$ cat src/sv/scs_pkg.sv
// ============================================================================
// Scatter cosine sampler package
// Shared widths, register indexes and the divider pipeline word.
// ============================================================================
`timescale 1ns / 1ps

package scs_pkg;

	localparam int REM_W = 81;
	localparam int E2_W  = 63;
	localparam int QUO_W = 18;
	localparam int CFG_INDEX_W = 3;

	localparam logic [CFG_INDEX_W-1:0] CFG_PHASE_MODE = 3'd0;
	localparam logic [CFG_INDEX_W-1:0] CFG_G_FORWARD  = 3'd1;
	localparam logic [CFG_INDEX_W-1:0] CFG_G_BACKWARD = 3'd2;
	localparam logic [CFG_INDEX_W-1:0] CFG_MIX_WEIGHT = 3'd3;

	typedef struct packed {
		logic [REM_W-1:0] rem;
		logic [E2_W-1:0]  e2;
		logic [QUO_W-1:0] quo;
		logic             neg;
		logic             sat;
		logic             ez;
		logic             lobe;
	} div_word_t;

endpackage

$ cat src/sv/scs_div_step.sv
// ============================================================================
// Scatter cosine sampler divider step
// One restoring division step that settles one quotient bit.
// ============================================================================
`timescale 1ns / 1ps

module scs_div_step #(
	parameter int SHIFT = 0
) (
	input  logic               clk,
	input  logic               arst_n,
	input  logic               en,
	input  logic               valid_in,
	input  scs_pkg::div_word_t d_in,
	output logic               valid_out,
	output scs_pkg::div_word_t d_out
);

	logic [scs_pkg::REM_W-1:0] trial_c;
	scs_pkg::div_word_t        next_c;
	logic                      v_s1;
	scs_pkg::div_word_t        d_s1;

	assign trial_c = scs_pkg::REM_W'(d_in.e2) << SHIFT;

	always_comb begin
		next_c = d_in;
		if (d_in.rem >= trial_c) begin
			next_c.rem        = d_in.rem - trial_c;
			next_c.quo[SHIFT] = 1'b1;
		end
	end

	always_ff @(posedge clk or negedge arst_n) begin
		if (!arst_n) begin
			v_s1 <= 1'b0;
		end else if (en) begin
			v_s1 <= valid_in;
		end
	end

	always_ff @(posedge clk) begin
		if (en) begin
			d_s1 <= next_c;
		end
	end

	assign valid_out = v_s1;
	assign d_out     = d_s1;

endmodule

$ cat config.mk
export PLATFORM = sky130hd
export DESIGN_NAME = scs_div_step
export DESIGN_NICKNAME = d
export VERILOG_FILES = /design/src/sv/scs_pkg.sv /design/src/sv/scs_div_step.sv
export SDC_FILE = /design/constraint.sdc
export NUM_CORES = 1
export LEC_CHECK = 0
export BUFFER_PORTS_ARGS = -buffer_cell sky130_fd_sc_hd__buf_2
export CORE_UTILIZATION = 56
export CTS_CLUSTER_SIZE = 40
export DETAILED_ROUTE_END_ITERATION = 6
export GPL_TIMING_DRIVEN = 0
export PLACE_DENSITY = 0.95
export SETUP_SLACK_MARGIN = 0.02
export SLEW_MARGIN = 20
export SYNTH_ARGS = -nofsm -noshare
export SYNTH_HDL_FRONTEND = slang
export SYNTH_SLANG_ARGS = --single-unit
export TNS_END_PERCENT = 5
$ cat constraint.sdc
create_clock -name clk -period 2.22 [get_ports clk]
set_input_delay 0.444 -clock clk [delete_from_list [all_inputs] [get_ports clk]]
set_output_delay 0.444 -clock clk [all_outputs]
set_load 0.1 [all_outputs]
==> results of run 1 <==
## critical path, cell delays in order
cell and delay [ns]:
buf_2 0.09, inv_1 0.15, ha_4 0.38, nand3_4 0.16, a21oi_4 0.30, o21ai_2 0.11, a211o_1 0.36, a2111oi_4 0.37
nor2_2 0.11, nand2_2 0.15, buf_12 0.14, buf_6 0.10, nand2_4 0.08, nor4_4 0.32, xor2_1 0.29
## kinds of logic after synthesis
kind of cell / Yosys count / share of synthesized area (%)
compound gates: 296 / 18.76
simple gates: 280 / 13.42
flops: 167 / 47.27
buf+inv: 128 / 4.982
xor+xnor: 77 / 6.363
fa+ha+maj: 64 / 7.626
mux: 15 / 1.582
## timing repair
action	4_1_cts	5_1_grt
buffers inserted	34	22
gates resized for setup	124	105
hold endpoints to repair	1	0
hold buffers	1	0
pin swaps	40	52
cloned	1	0
setup endpoints to repair	82	82
## power by group
group | switching, mW | total [mW] | internal, mW | leakage (nW)
logic | 4.20 | 5.48 | 1.28 | 4.45
clock network | 1.58 | 3.09 | 1.50 | 0.278
registers | 0.122 | 4.04 | 3.92 | 1.64
total | 5.91 | 12.6 | 6.70 | 6.36
## synth_stat cells, drive strengths merged (10+ instances only)
cell	instances
nor2	91
buf	26
xor2	34
ha	63
a31oi	11
nor3	18
nand3	10
o21ai	41
nor4	17
nand4	21
mux2	14
clkbuf	20
o21bai	14
a21oi	129
a21o	40
edfxtp	166
xnor2	43
inv	82
nand2	78
## per-stage QoR
stage	std cells	setup TNS [ns]	power [mW]
final	1669	-68.54	12.61
after global routing	1666	-70.69	12.87
after CTS	1650	-47.48	12.06
after detailed placement	1593	-112.80	8.916
after global placement	1592	-317.00	8.822
after floorplan	1027	-45.44	7.947
## worst max-delay path by stage
| stage | slack, ns | depth (start not counted) | from | endpoint |
|---|---|---|---|---|
| floorplan | -0.74 | 12 | d_in[130] | d_out[151] |
| global placement | -1.47 | 13 | d_in[68] | d_out[93] |
| detailed placement | -1.54 | 13 | d_in[25] | d_out[160] |
| CTS | -0.80 | 14 | d_in[85] | d_out[159] |
| global route | -1.14 | 15 | d_in[25] | d_out[156] |
| finish | -1.11 | 15 | d_in[25] | d_out[156] |
## flip-flops by register name (all words and copies together) (netlist names)
register	flops
d_out	166
valid_out	1
## placed cells by master (no fill, tap or decap), types with 8 or more instances in the layout
master	n
buf_2	332
edfxtp_1	166
a21oi_1	102
nor2_1	78
inv_1	69
nand2_1	65
buf_4	53
xnor2_1	43
a21o_1	39
xor2_1	34
o21ai_0	26
ha_1	25
nand4_1	21
ha_4	20
ha_2	18
clkbuf_16	17
a21oi_2	16
buf_6	14
nor2_2	12
nand2_2	11
a21oi_4	11
mux2_2	11
inv_2	10
nor3_2	10
o21bai_1	9
nor4_4	9
nor3_1	8
o21ai_1	8
## per-layer routing
layer / share of wire [%] / vias to the layer above
met5: 0.064 / -
met2: 46 / 1019
met1: 33 / 5093
met3: 12 / 353
li1: - / 4578
met4: 8.9 / 4
## layout make-up
cell class | instances | area [um2]
Timing Repair Buffer | 392 | 2282
Clock inverter | 15 | 153.9
Tap cell | 229 | 286.5
Antenna cell | 5 | 12.51
Inverter | 82 | 327.8
Multi-Input combinational cell | 732 | 6053
Sequential cell | 167 | 5010
Fill cell | 970 | 3448
Buffer | 30 | 270.3
Clock buffer | 17 | 425.4
==> results.md, run 1 <==
- CTS buffer count: 17
- Initial Util: 58.01%
- GR met2 Demand/Resource: between 60% and 70%
- Crit path kind: in -> reg
- DR vias/cell: 6.619
- Total grt overflow: 0
- Cell variety after synth: 82
- Syn Nets: 1,261
- # IOs: between 300 and 400
- LEAKAGE: about 6.4 nW
- # clock sinks: 167
- Yosys top cell by area: edfxtp_1
- Initial antenna violation count: 8
- Yosys warns: 0
- Number of port buffers: 336
- Clock skew: 0 ns
- Capturing point of the worst reg2reg path: valid_out
- Final worst slack: -1.109 ns
- CTS tree: built
- Main synth FF type: edfxtp_1
- Final Critical Period: around 3.3 ns
- CP Data Required Time: between 2 and 2.5 ns
- Worst Hold Launch: d_in[8]
- Share of cells above drive strength 1: 45.85%
- Fmax: 0.3004 GHz
- Root Buffer: clkbuf_16
- Die ar.: ~19,000 um2
- DR pass1 iterations: 7
- Met1 Use GR: 42.31%
- MaxCap Viol Count: 0
- Unrepaired setup endpoints after global routing: yes
- Overall Global Routing Usage: about two fifths
- Final HPWL DP: 25,410 um
- Worst-path fanout max: 7
- Antenna-violating nets left: 0
- Hold EP: d_out[8]
- Final Max Slew Viols: 0
- Clock Tree Buf Depth: 2
- Slew @ Worst Pin: 0.6327 ns
- Met3 GRT Util: 10.70%
- Vias: 11,050
- Mapped Cells: about 1,000
- Power Density: 850.7 nW/um2
- Sequential fraction of the synthesis area: 47.27%
- Clock latency on the worst-skew pair: 0.46 ns
- Number of global-route vias before repair: around 11,000
- Worst Reg2Reg Path Length in Cells: 1
- Reg clk slew, reported paths: 0.08 ns
- Area contributors post-synth: edfxtp_1, ha_1, a21oi_1
- Outcome: complete, but fails checks
- First-pass GRT wire length: 57,640 um
- Placed inst area: 12,880 um2
- Syn avg cell area: about 10 um2
- Pin count of the biggest net entering global routing: 92
- HP Class: in -> reg
- Core Rows: 49
- Die height: around 140 um
- Hold_ws: 0.1580 ns
- Htree depth: 4
- Drt total wl: 42,330 um
- Hold Path Depth: 1
- Pre-CTS setup slack: -1.542 ns
- Core Footprint: roughly 18,000 um2
- WP data arrival: 3.60 ns
- Area share of the largest cell type after synthesis: 47.03%
- Post-synth EDFFs: 166
- Hold Vio Cnt, Final: 0
- Final Setup Violations: 82
- Rel. slew slack: 56.73%
- Cell Area, Synth: roughly 11,000 um2
- Final design utilization: 81.13%
- Chip width: 139.6 um
- Synth-to-Final Area Change: 39.84%
- Failing checks: design-rule violations, negative setup slack
- Worst Setup End Kind: flop
- GRT Max-Usage Layer: met2
- Worst Setup Start Kind: input port
- Post-synth ARST share: less than 1%
- Peak VDD IR: between 0.6 and 0.7 mV
- #FFs+latches synth: 167
- R2r setup slk: 1.47 ns
- Reg2Reg Launch Point: valid_out
- Final Cycle Share: 150.0%
- Initial DRC Count: approximately 1,600
- Residual DRC: 3
- Post-route cell area: 14,820 um2
- Layout net count: 1,656
- RD Place Congestion: 0.9316
- Routed length per placed instance: roughly 25 um
(Power assumes the default switching activity.)
==> run 2: changes to the inputs <==
Settings changed: CELL_PAD_IN_SITES_DETAIL_PLACEMENT set to 1, CELL_PAD_IN_SITES_GLOBAL_PLACEMENT set to 2, CORE_UTILIZATION 56 to 34.
==> run 2 against run 1 <==
Against the previous run:
- the flow finishes with violations (negative setup slack)
- worst hold slack got worse by 0.0013 ns
- count of clock-buffer cells in the layout is 3 higher
- fmax increased by 15%
- global-route usage fell by 15 points
- power decreased by 2.1%
- clock skew is the same
- sequential cell count unchanged
- register-to-register slack barely moved
- non-clock buffer count is 20 higher
- die area rose by 64%
- core utilization fell by 31 points
- largest power group unchanged
==> results.md, run 2 (same netlist as run 1, synthesis figures left out) <==
- Initial antenna violation count: 8 (unchanged)
- Clock skew: 0 ns (unchanged)
- GR met2 Demand/Resource: 41.81% (-25 points)
- Total grt overflow: 0 (unchanged)
- Crit path kind: in -> reg
- Rel. slew slack: 59.23% (+2.5 points)
- CP Data Required Time: 2.42 ns (-0.07 ns)
- # fillers: 3,421 (+250%)
- WP data arrival: 3.09 ns (-0.51 ns)
- Antenna-violating nets left: 0 (unchanged)
- Most frequent cells in the layout: buf_2, edfxtp_1, a21oi_1
- HP Class: in -> reg
- Final HPWL DP: 29,150 um (+15%)
- Root Buffer: clkbuf_16
- Most common cell after layout, fill and taps aside: buf_2
- Hold Vio Cnt, Final: 0 (unchanged)
- Tot Pwr: 12.34 mW (-2.1%)
- R2r setup slk: 1.47 ns (about the same)
- RD Place Congestion: 0.8746 (-6.1%)
- Overall Global Routing Usage: 23.71% (-15 points)
- DR pass1 iterations: 4 (-3)
- Core Footprint: 30,670 um2 (+68%)
- LEAKAGE: 6.598 nW (+3.7%)
- Multi-input logic area: 6215 um2 (+2.7%)
- Htree depth: 4 (unchanged)
- Initial Util: 34.56% (-23 points)
- CTS buffer count: 17 (unchanged)
- Initial DRC Count: 451 (-71%)
- Layout net count: 1,676 (+1.2%)
- Pre-CTS setup slack: -1.842 ns (-0.3006 ns)
- Final Critical Period: 2.898 ns (-0.4311 ns)
- Worst Setup End Kind: flop
- MaxCap Viol Count: 0 (unchanged)
- Vias: 9,766 (-12%)
- Setup TNS Final: -45.22 ns (+23.32 ns)
- Chip width: 178.6 um (+28%)
- Synth-to-Final Area Change: 46.03%
- Final Max Slew Viols: 0 (unchanged)
- Number of port buffers: 336 (unchanged)
- Slew @ Worst Pin: 0.6065 ns (-0.02622 ns)
- Clock latency on the worst-skew pair: 0.46 ns (about the same)
- Residual DRC: 0 (-3)
- Hold_ws: 0.1567 ns (-0.001253 ns)
- Final Cycle Share: 130.6% (-19 points)
- Met3 GRT Util: 6.373% (-4.3 points)
- Power Density: 797.4 nW/um2 (-6.3%)
- Placed inst area: 13,090 um2 (+1.6%)
- Final design utilization: 50.47% (-31 points)
- Reg clk slew, reported paths: 0.07 ns (about the same)
- Cells after DPL: 1,760 (+10%)
- Final worst slack: -0.6782 ns (+0.4311 ns)
- Drt total wl: 38,830 um (-8.3%)
- Outcome: complete, but fails checks
- Met1 Use GR: 27.03% (-15 points)
- Max FFs per register: 166 (unchanged)
- Seq. cell area: 5010 um2 (unchanged)
- Post-Layout Cell Count: 1,855 (+11%)
- Peak VDD IR: 0.5001 mV (-18%)
- Number of global-route vias before repair: 10,060 (-5.6%)
- Die ar.: 31,880 um2 (+64%)
- # clock sinks: 167 (unchanged)
- Core Rows: 64 (+31%)
- Die height: 178.6 um (+28%)
- Clock Tree Buf Depth: 2 (unchanged)
- Final Setup Violations: 82 (unchanged)
- Fmax: 0.3450 GHz (+15%)
- DR vias/cell: 5.265 (-20%)
- CTS tree: built
- Worst-path fanout max: 6 (-1)
- GRT Max-Usage Layer: met2
- Share of cells above drive strength 1: 47.49% (+1.6 points)
- Unrepaired setup endpoints after global routing: yes
- # IOs: 337 (unchanged)
- Failing checks: negative setup slack
- Routed length per placed instance: 20.93 um (-17%)
- First-pass GRT wire length: 56,380 um (-2.2%)
- Post-route cell area: 15,480 um2 (+4.4%)
- Pin count of the biggest net entering global routing: 103 (+12%)
- Worst Setup Start Kind: input port
==> run 2: cell count changes in the layout (fill, tap and decap cells not counted), moves of 6 or more <==
cell / change
buf_4: +9
buf_6: +9
mux2_2: -7
mux2_4: +7
a21oi_2: +6
ha_4: +6
==> run 2: per-layer routing <==
metal | share of wire (%) | up-vias | wire [um]
li1 | - | 4601 | -
met3 | 6.9 | 59 | 2681
met4 | 2.5 | 4 | 972
met2 | 51 | 311 | 19710
met5 | 0.059 | - | 23
met1 | 40 | 4791 | 15440
==> run 2: where the power goes <==
part	leakage [nW]	total [mW]	internal (mW)	switching, mW
Combinational	4.69	5.42	1.35	4.08
Clock	0.268	2.92	1.50	1.42
Sequential	1.64	4.00	3.91	0.0871
==> run 2: critical path, cell delays in order <==
cell,delay (ns)
buf_8,0.08
clkinv_4,0.05
ha_4,0.25
a21o_1,0.19
a21o_1,0.18
a21o_1,0.19
a221o_1,0.42
a221oi_4,0.35
o211ai_4,0.16
o221ai_4,0.24
o211ai_4,0.11
buf_12,0.17
o31ai_4,0.15
o21ai_1,0.10
==> run 2: cell type report <==
class | count | share of cell area [%]
repair buffers | 412 | 16.21
clock inverters | 12 | 0.7437
plain buffers | 30 | 2.223
flip-flops and latches | 167 | 32.37
inverters | 82 | 2.150
diodes | 4 | 0.06467
clock buffers | 20 | 2.886
multi-input cells | 732 | 40.15
well taps | 396 | 3.201
==> run 2: final timing paths <==
path | startpoint | endpoint | depth (start not counted)
setup / recovery | d_in[67] | d_out[151] | 14
hold / removal | d_in[14] | d_out[14] | 1
setup reg to reg | valid_out | valid_out | 1
hold reg to reg | valid_out | valid_out | 1
max in group asynchronous | arst_n | valid_out | 2
min in group asynchronous | arst_n | valid_out | 2
==> run 2: repair_timing <==
action                                  CTS  global route
endpoints found under the setup margin   82            82
gates resized for setup                 219            84
gates cloned                              2             0
pin swaps                                56            55
buffers inserted                         48            24
hold buffers                              1             0
hold endpoints to repair                  1             0
==> run 3: changes to the inputs <==
Settings changed: CORE_MARGIN set to 2, PLACE_DENSITY 0.95 to 0.94.
==> run 3 against run 2 <==
Against the previous run:
- the run still ends with negative setup slack left
- sequential power about the same
- core utilization is essentially flat
- non-clock buffer count down 16
- global-route usage increased by 0.24 points
- count of clock-buffer cells in the layout fell by 3
- critical path type unchanged
- critical endpoint is now d_out[164]
- highest routed layer unchanged
==> results.md, run 3 (same netlist as run 1, synthesis figures left out) <==
- Outcome: complete, but fails checks
- Failing checks: negative setup slack
- DR vias/cell: 5.307 (+0.79%)
- Most frequent cells in the layout: buf_2, edfxtp_1, a21oi_1
- Final Setup Violations: 82 (unchanged)
- Slowest cell delay on critical path: 0.35 ns (-0.07 ns)
- Rel. slew slack: 56.98% (-2.2 points)
- Initial DRC Count: 483 (+7.1%)
- Die ar.: 32,600 um2 (+2.3%)
- Met3 GRT Util: 5.396% (-0.98 points)
- Number of global-route vias before repair: 10,530 (+4.7%)
- Fmax: 0.3450 GHz (about the same)
- Worst Setup End Kind: flop
- Die height: 180.6 um (+1.1%)
- Multi-input logic area: 6301 um2 (+1.4%)
- Slew @ Worst Pin: 0.6385 ns (+0.03201 ns)
- Worst path slowest cell: a211o_4
- Reg clk slew, reported paths: 0.08 ns (about the same)
- Post-Layout Cell Count: 1,840 (-0.81%)
- RD Place Congestion: 0.8547 (-2.3%)
- Chip width: 180.6 um (+1.1%)
- Initial antenna violation count: 9 (+1)
- Final HPWL DP: 29,470 um (+1.1%)
- Hold Path Depth: 1 (unchanged)
- Met1 Use GR: 28.46% (+1.4 points)
- Initial Util: 34.56% (unchanged)
- Worst Reg2Reg Path Length in Cells: 1 (unchanged)
- GRT Max-Usage Layer: met2
- Clock latency on the worst-skew pair: 0.44 ns (-0.02 ns)
- Core Footprint: 30,670 um2 (unchanged)
- CP Data Required Time: 2.41 ns (about the same)
- Antenna-violating nets left: 0 (unchanged)
- Max FFs per register: 166 (unchanged)
- Vias: 9,764 (-0.020%)
- Most common cell after layout, fill and taps aside: buf_2
- MaxCap Viol Count: 0 (unchanged)
- Overall Global Routing Usage: 23.95% (+0.24 points)
- Crit path kind: in -> reg
- Clock Tree Buf Depth: 2 (unchanged)
- Routed length per placed instance: 21.89 um (+4.6%)
- Critical path buffer and inverter count: 4 (+1)
- Share of cells above drive strength 1: 48.09% (+0.60 points)
- Final Cycle Share: 130.6% (about the same)
- Core Rows: 64 (unchanged)
- Final design utilization: 50.43% (about the same)
- Residual DRC: 0 (unchanged)
- # fillers: 3,412 (-0.26%)
- Crit-path cells: buf_2 > inv_1 > ha_4 > buf_6 > a21oi_4 > o21ai_4 > a221oi_4 > o21a_2 > o31ai_4 > buf_6 > a211o_4 > a21oi_4 > o21ai_4 > nor4_2 > xor2_1
- DR pass1 iterations: 5 (+1)
- Number of port buffers: 336 (unchanged)
- LEAKAGE: 6.556 nW (-0.64%)
- Peak VDD IR: 0.4832 mV (-3.4%)
- Synth-to-Final Area Change: 45.93% (about the same)
- Worst Setup Start Kind: input port
- Critical path's top delay family: compound AO/OA/AOI/OAI gates
- Seq. cell area: 5010 um2 (unchanged)
- Worst Hold Launch: d_in[10]
- Cells after DPL: 1,760 (unchanged)
- CTS buffer count: 17 (unchanged)
- Clock skew: 0 ns (unchanged)
- GR met2 Demand/Resource: 43.24% (+1.4 points)
- Power Density: 808.8 nW/um2 (+1.4%)
- # clock sinks: 167 (unchanged)
- First-pass GRT wire length: 60,840 um (+7.9%)
- Unrepaired setup endpoints after global routing: yes
- Drt total wl: 40,270 um (+3.7%)
- Htree depth: 4 (unchanged)
- Reg2Reg Launch Point: valid_out
- Pin count of the biggest net entering global routing: 101 (-1.9%)
- Worst-path fanout max: 5 (-1)
- Hold EP: d_out[10]
- WP data arrival: 3.08 ns (about the same)
- R2r setup slk: 1.46 ns (about the same)
- Hold Vio Cnt, Final: 0 (unchanged)
- # IOs: 337 (unchanged)
- Final worst slack: -0.6784 ns (-0.0001460 ns)
- Capturing point of the worst reg2reg path: valid_out
- Final Max Slew Viols: 0 (unchanged)
- Layout net count: 1,660 (-0.95%)
- HP Class: in -> reg
- Final Critical Period: 2.898 ns (+0.0001460 ns)
- Root Buffer: clkbuf_16
- CTS tree: built
- Total grt overflow: 0 (unchanged)
run 3: changes by cell type in the layout (fill, tap and decap cells not counted), sizes merged:
cell | previous run | this run
buf | 434 | 418
bufbuf | 0 | 1
clkbuf | 27 | 23
clkinv | 6 | 9
clkinvlp | 2 | 0
diode | 4 | 5
inv | 86 | 88
run 3: repair_timing:
action	in CTS	in global routing
pin swaps	66	47
gates cloned	3	0
setup endpoints to repair	82	82
gates resized for setup	209	92
setup buffers	51	4
endpoints found under the hold margin	1	0
hold buffers	1	0
run 3: worst max path at each step:
stage                   start    endpoint  slack [ns]  cells past startpoint
floorplan           d_in[130]  d_out[151]       -0.74                     12
global placement     d_in[29]  d_out[151]       -1.82                     12
detailed placement   d_in[68]  d_out[121]       -1.82                     13
CTS                  d_in[85]  d_out[163]       -0.74                     15
global route         d_in[39]  d_out[151]       -0.79                     15
finish               d_in[38]  d_out[164]       -0.68                     15
run 3: through the flow:
step	area (um2)	worst slack (ns)	hold WS [ns]	power (mW)	TNS, ns
finish	15470	-0.6784	0.1723	12.51	-44.71
global route	15470	-0.7906	0.1523	12.94	-49.98
CTS	15060	-0.7442	0.1505	12.40	-45.35
detailed placement	13090	-1.818	0.2220	8.973	-138.69
global placement	13050	-1.824	0.2191	8.918	-362.95
floorplan	10870	-0.7442	0.1484	7.947	-45.44
run 3: power by group:
group / switching, mW / total (mW) / internal (mW)
sequential: 0.0884 / 4.00 / 3.91
clock: 1.55 / 3.07 / 1.52
combinational: 4.11 / 5.44 / 1.33
run 3: cell type report:
class,count,share of cell area [%]
plain buffers,30,2.265
clock buffers,17,2.750
multi-input cells,732,40.74
repair buffers,396,15.27
diodes,5,0.08089
inverters,82,2.152
clock inverters,15,1.149
well taps,396,3.203
flip-flops and latches,167,32.39
run 3: layer usage:
layer  vias up  part of all wire, %
met3        63                  5.5
met5         -                0.094
li1       4565                    -
met1      4808                   41
met2       322                   52
met4         6                  2.2
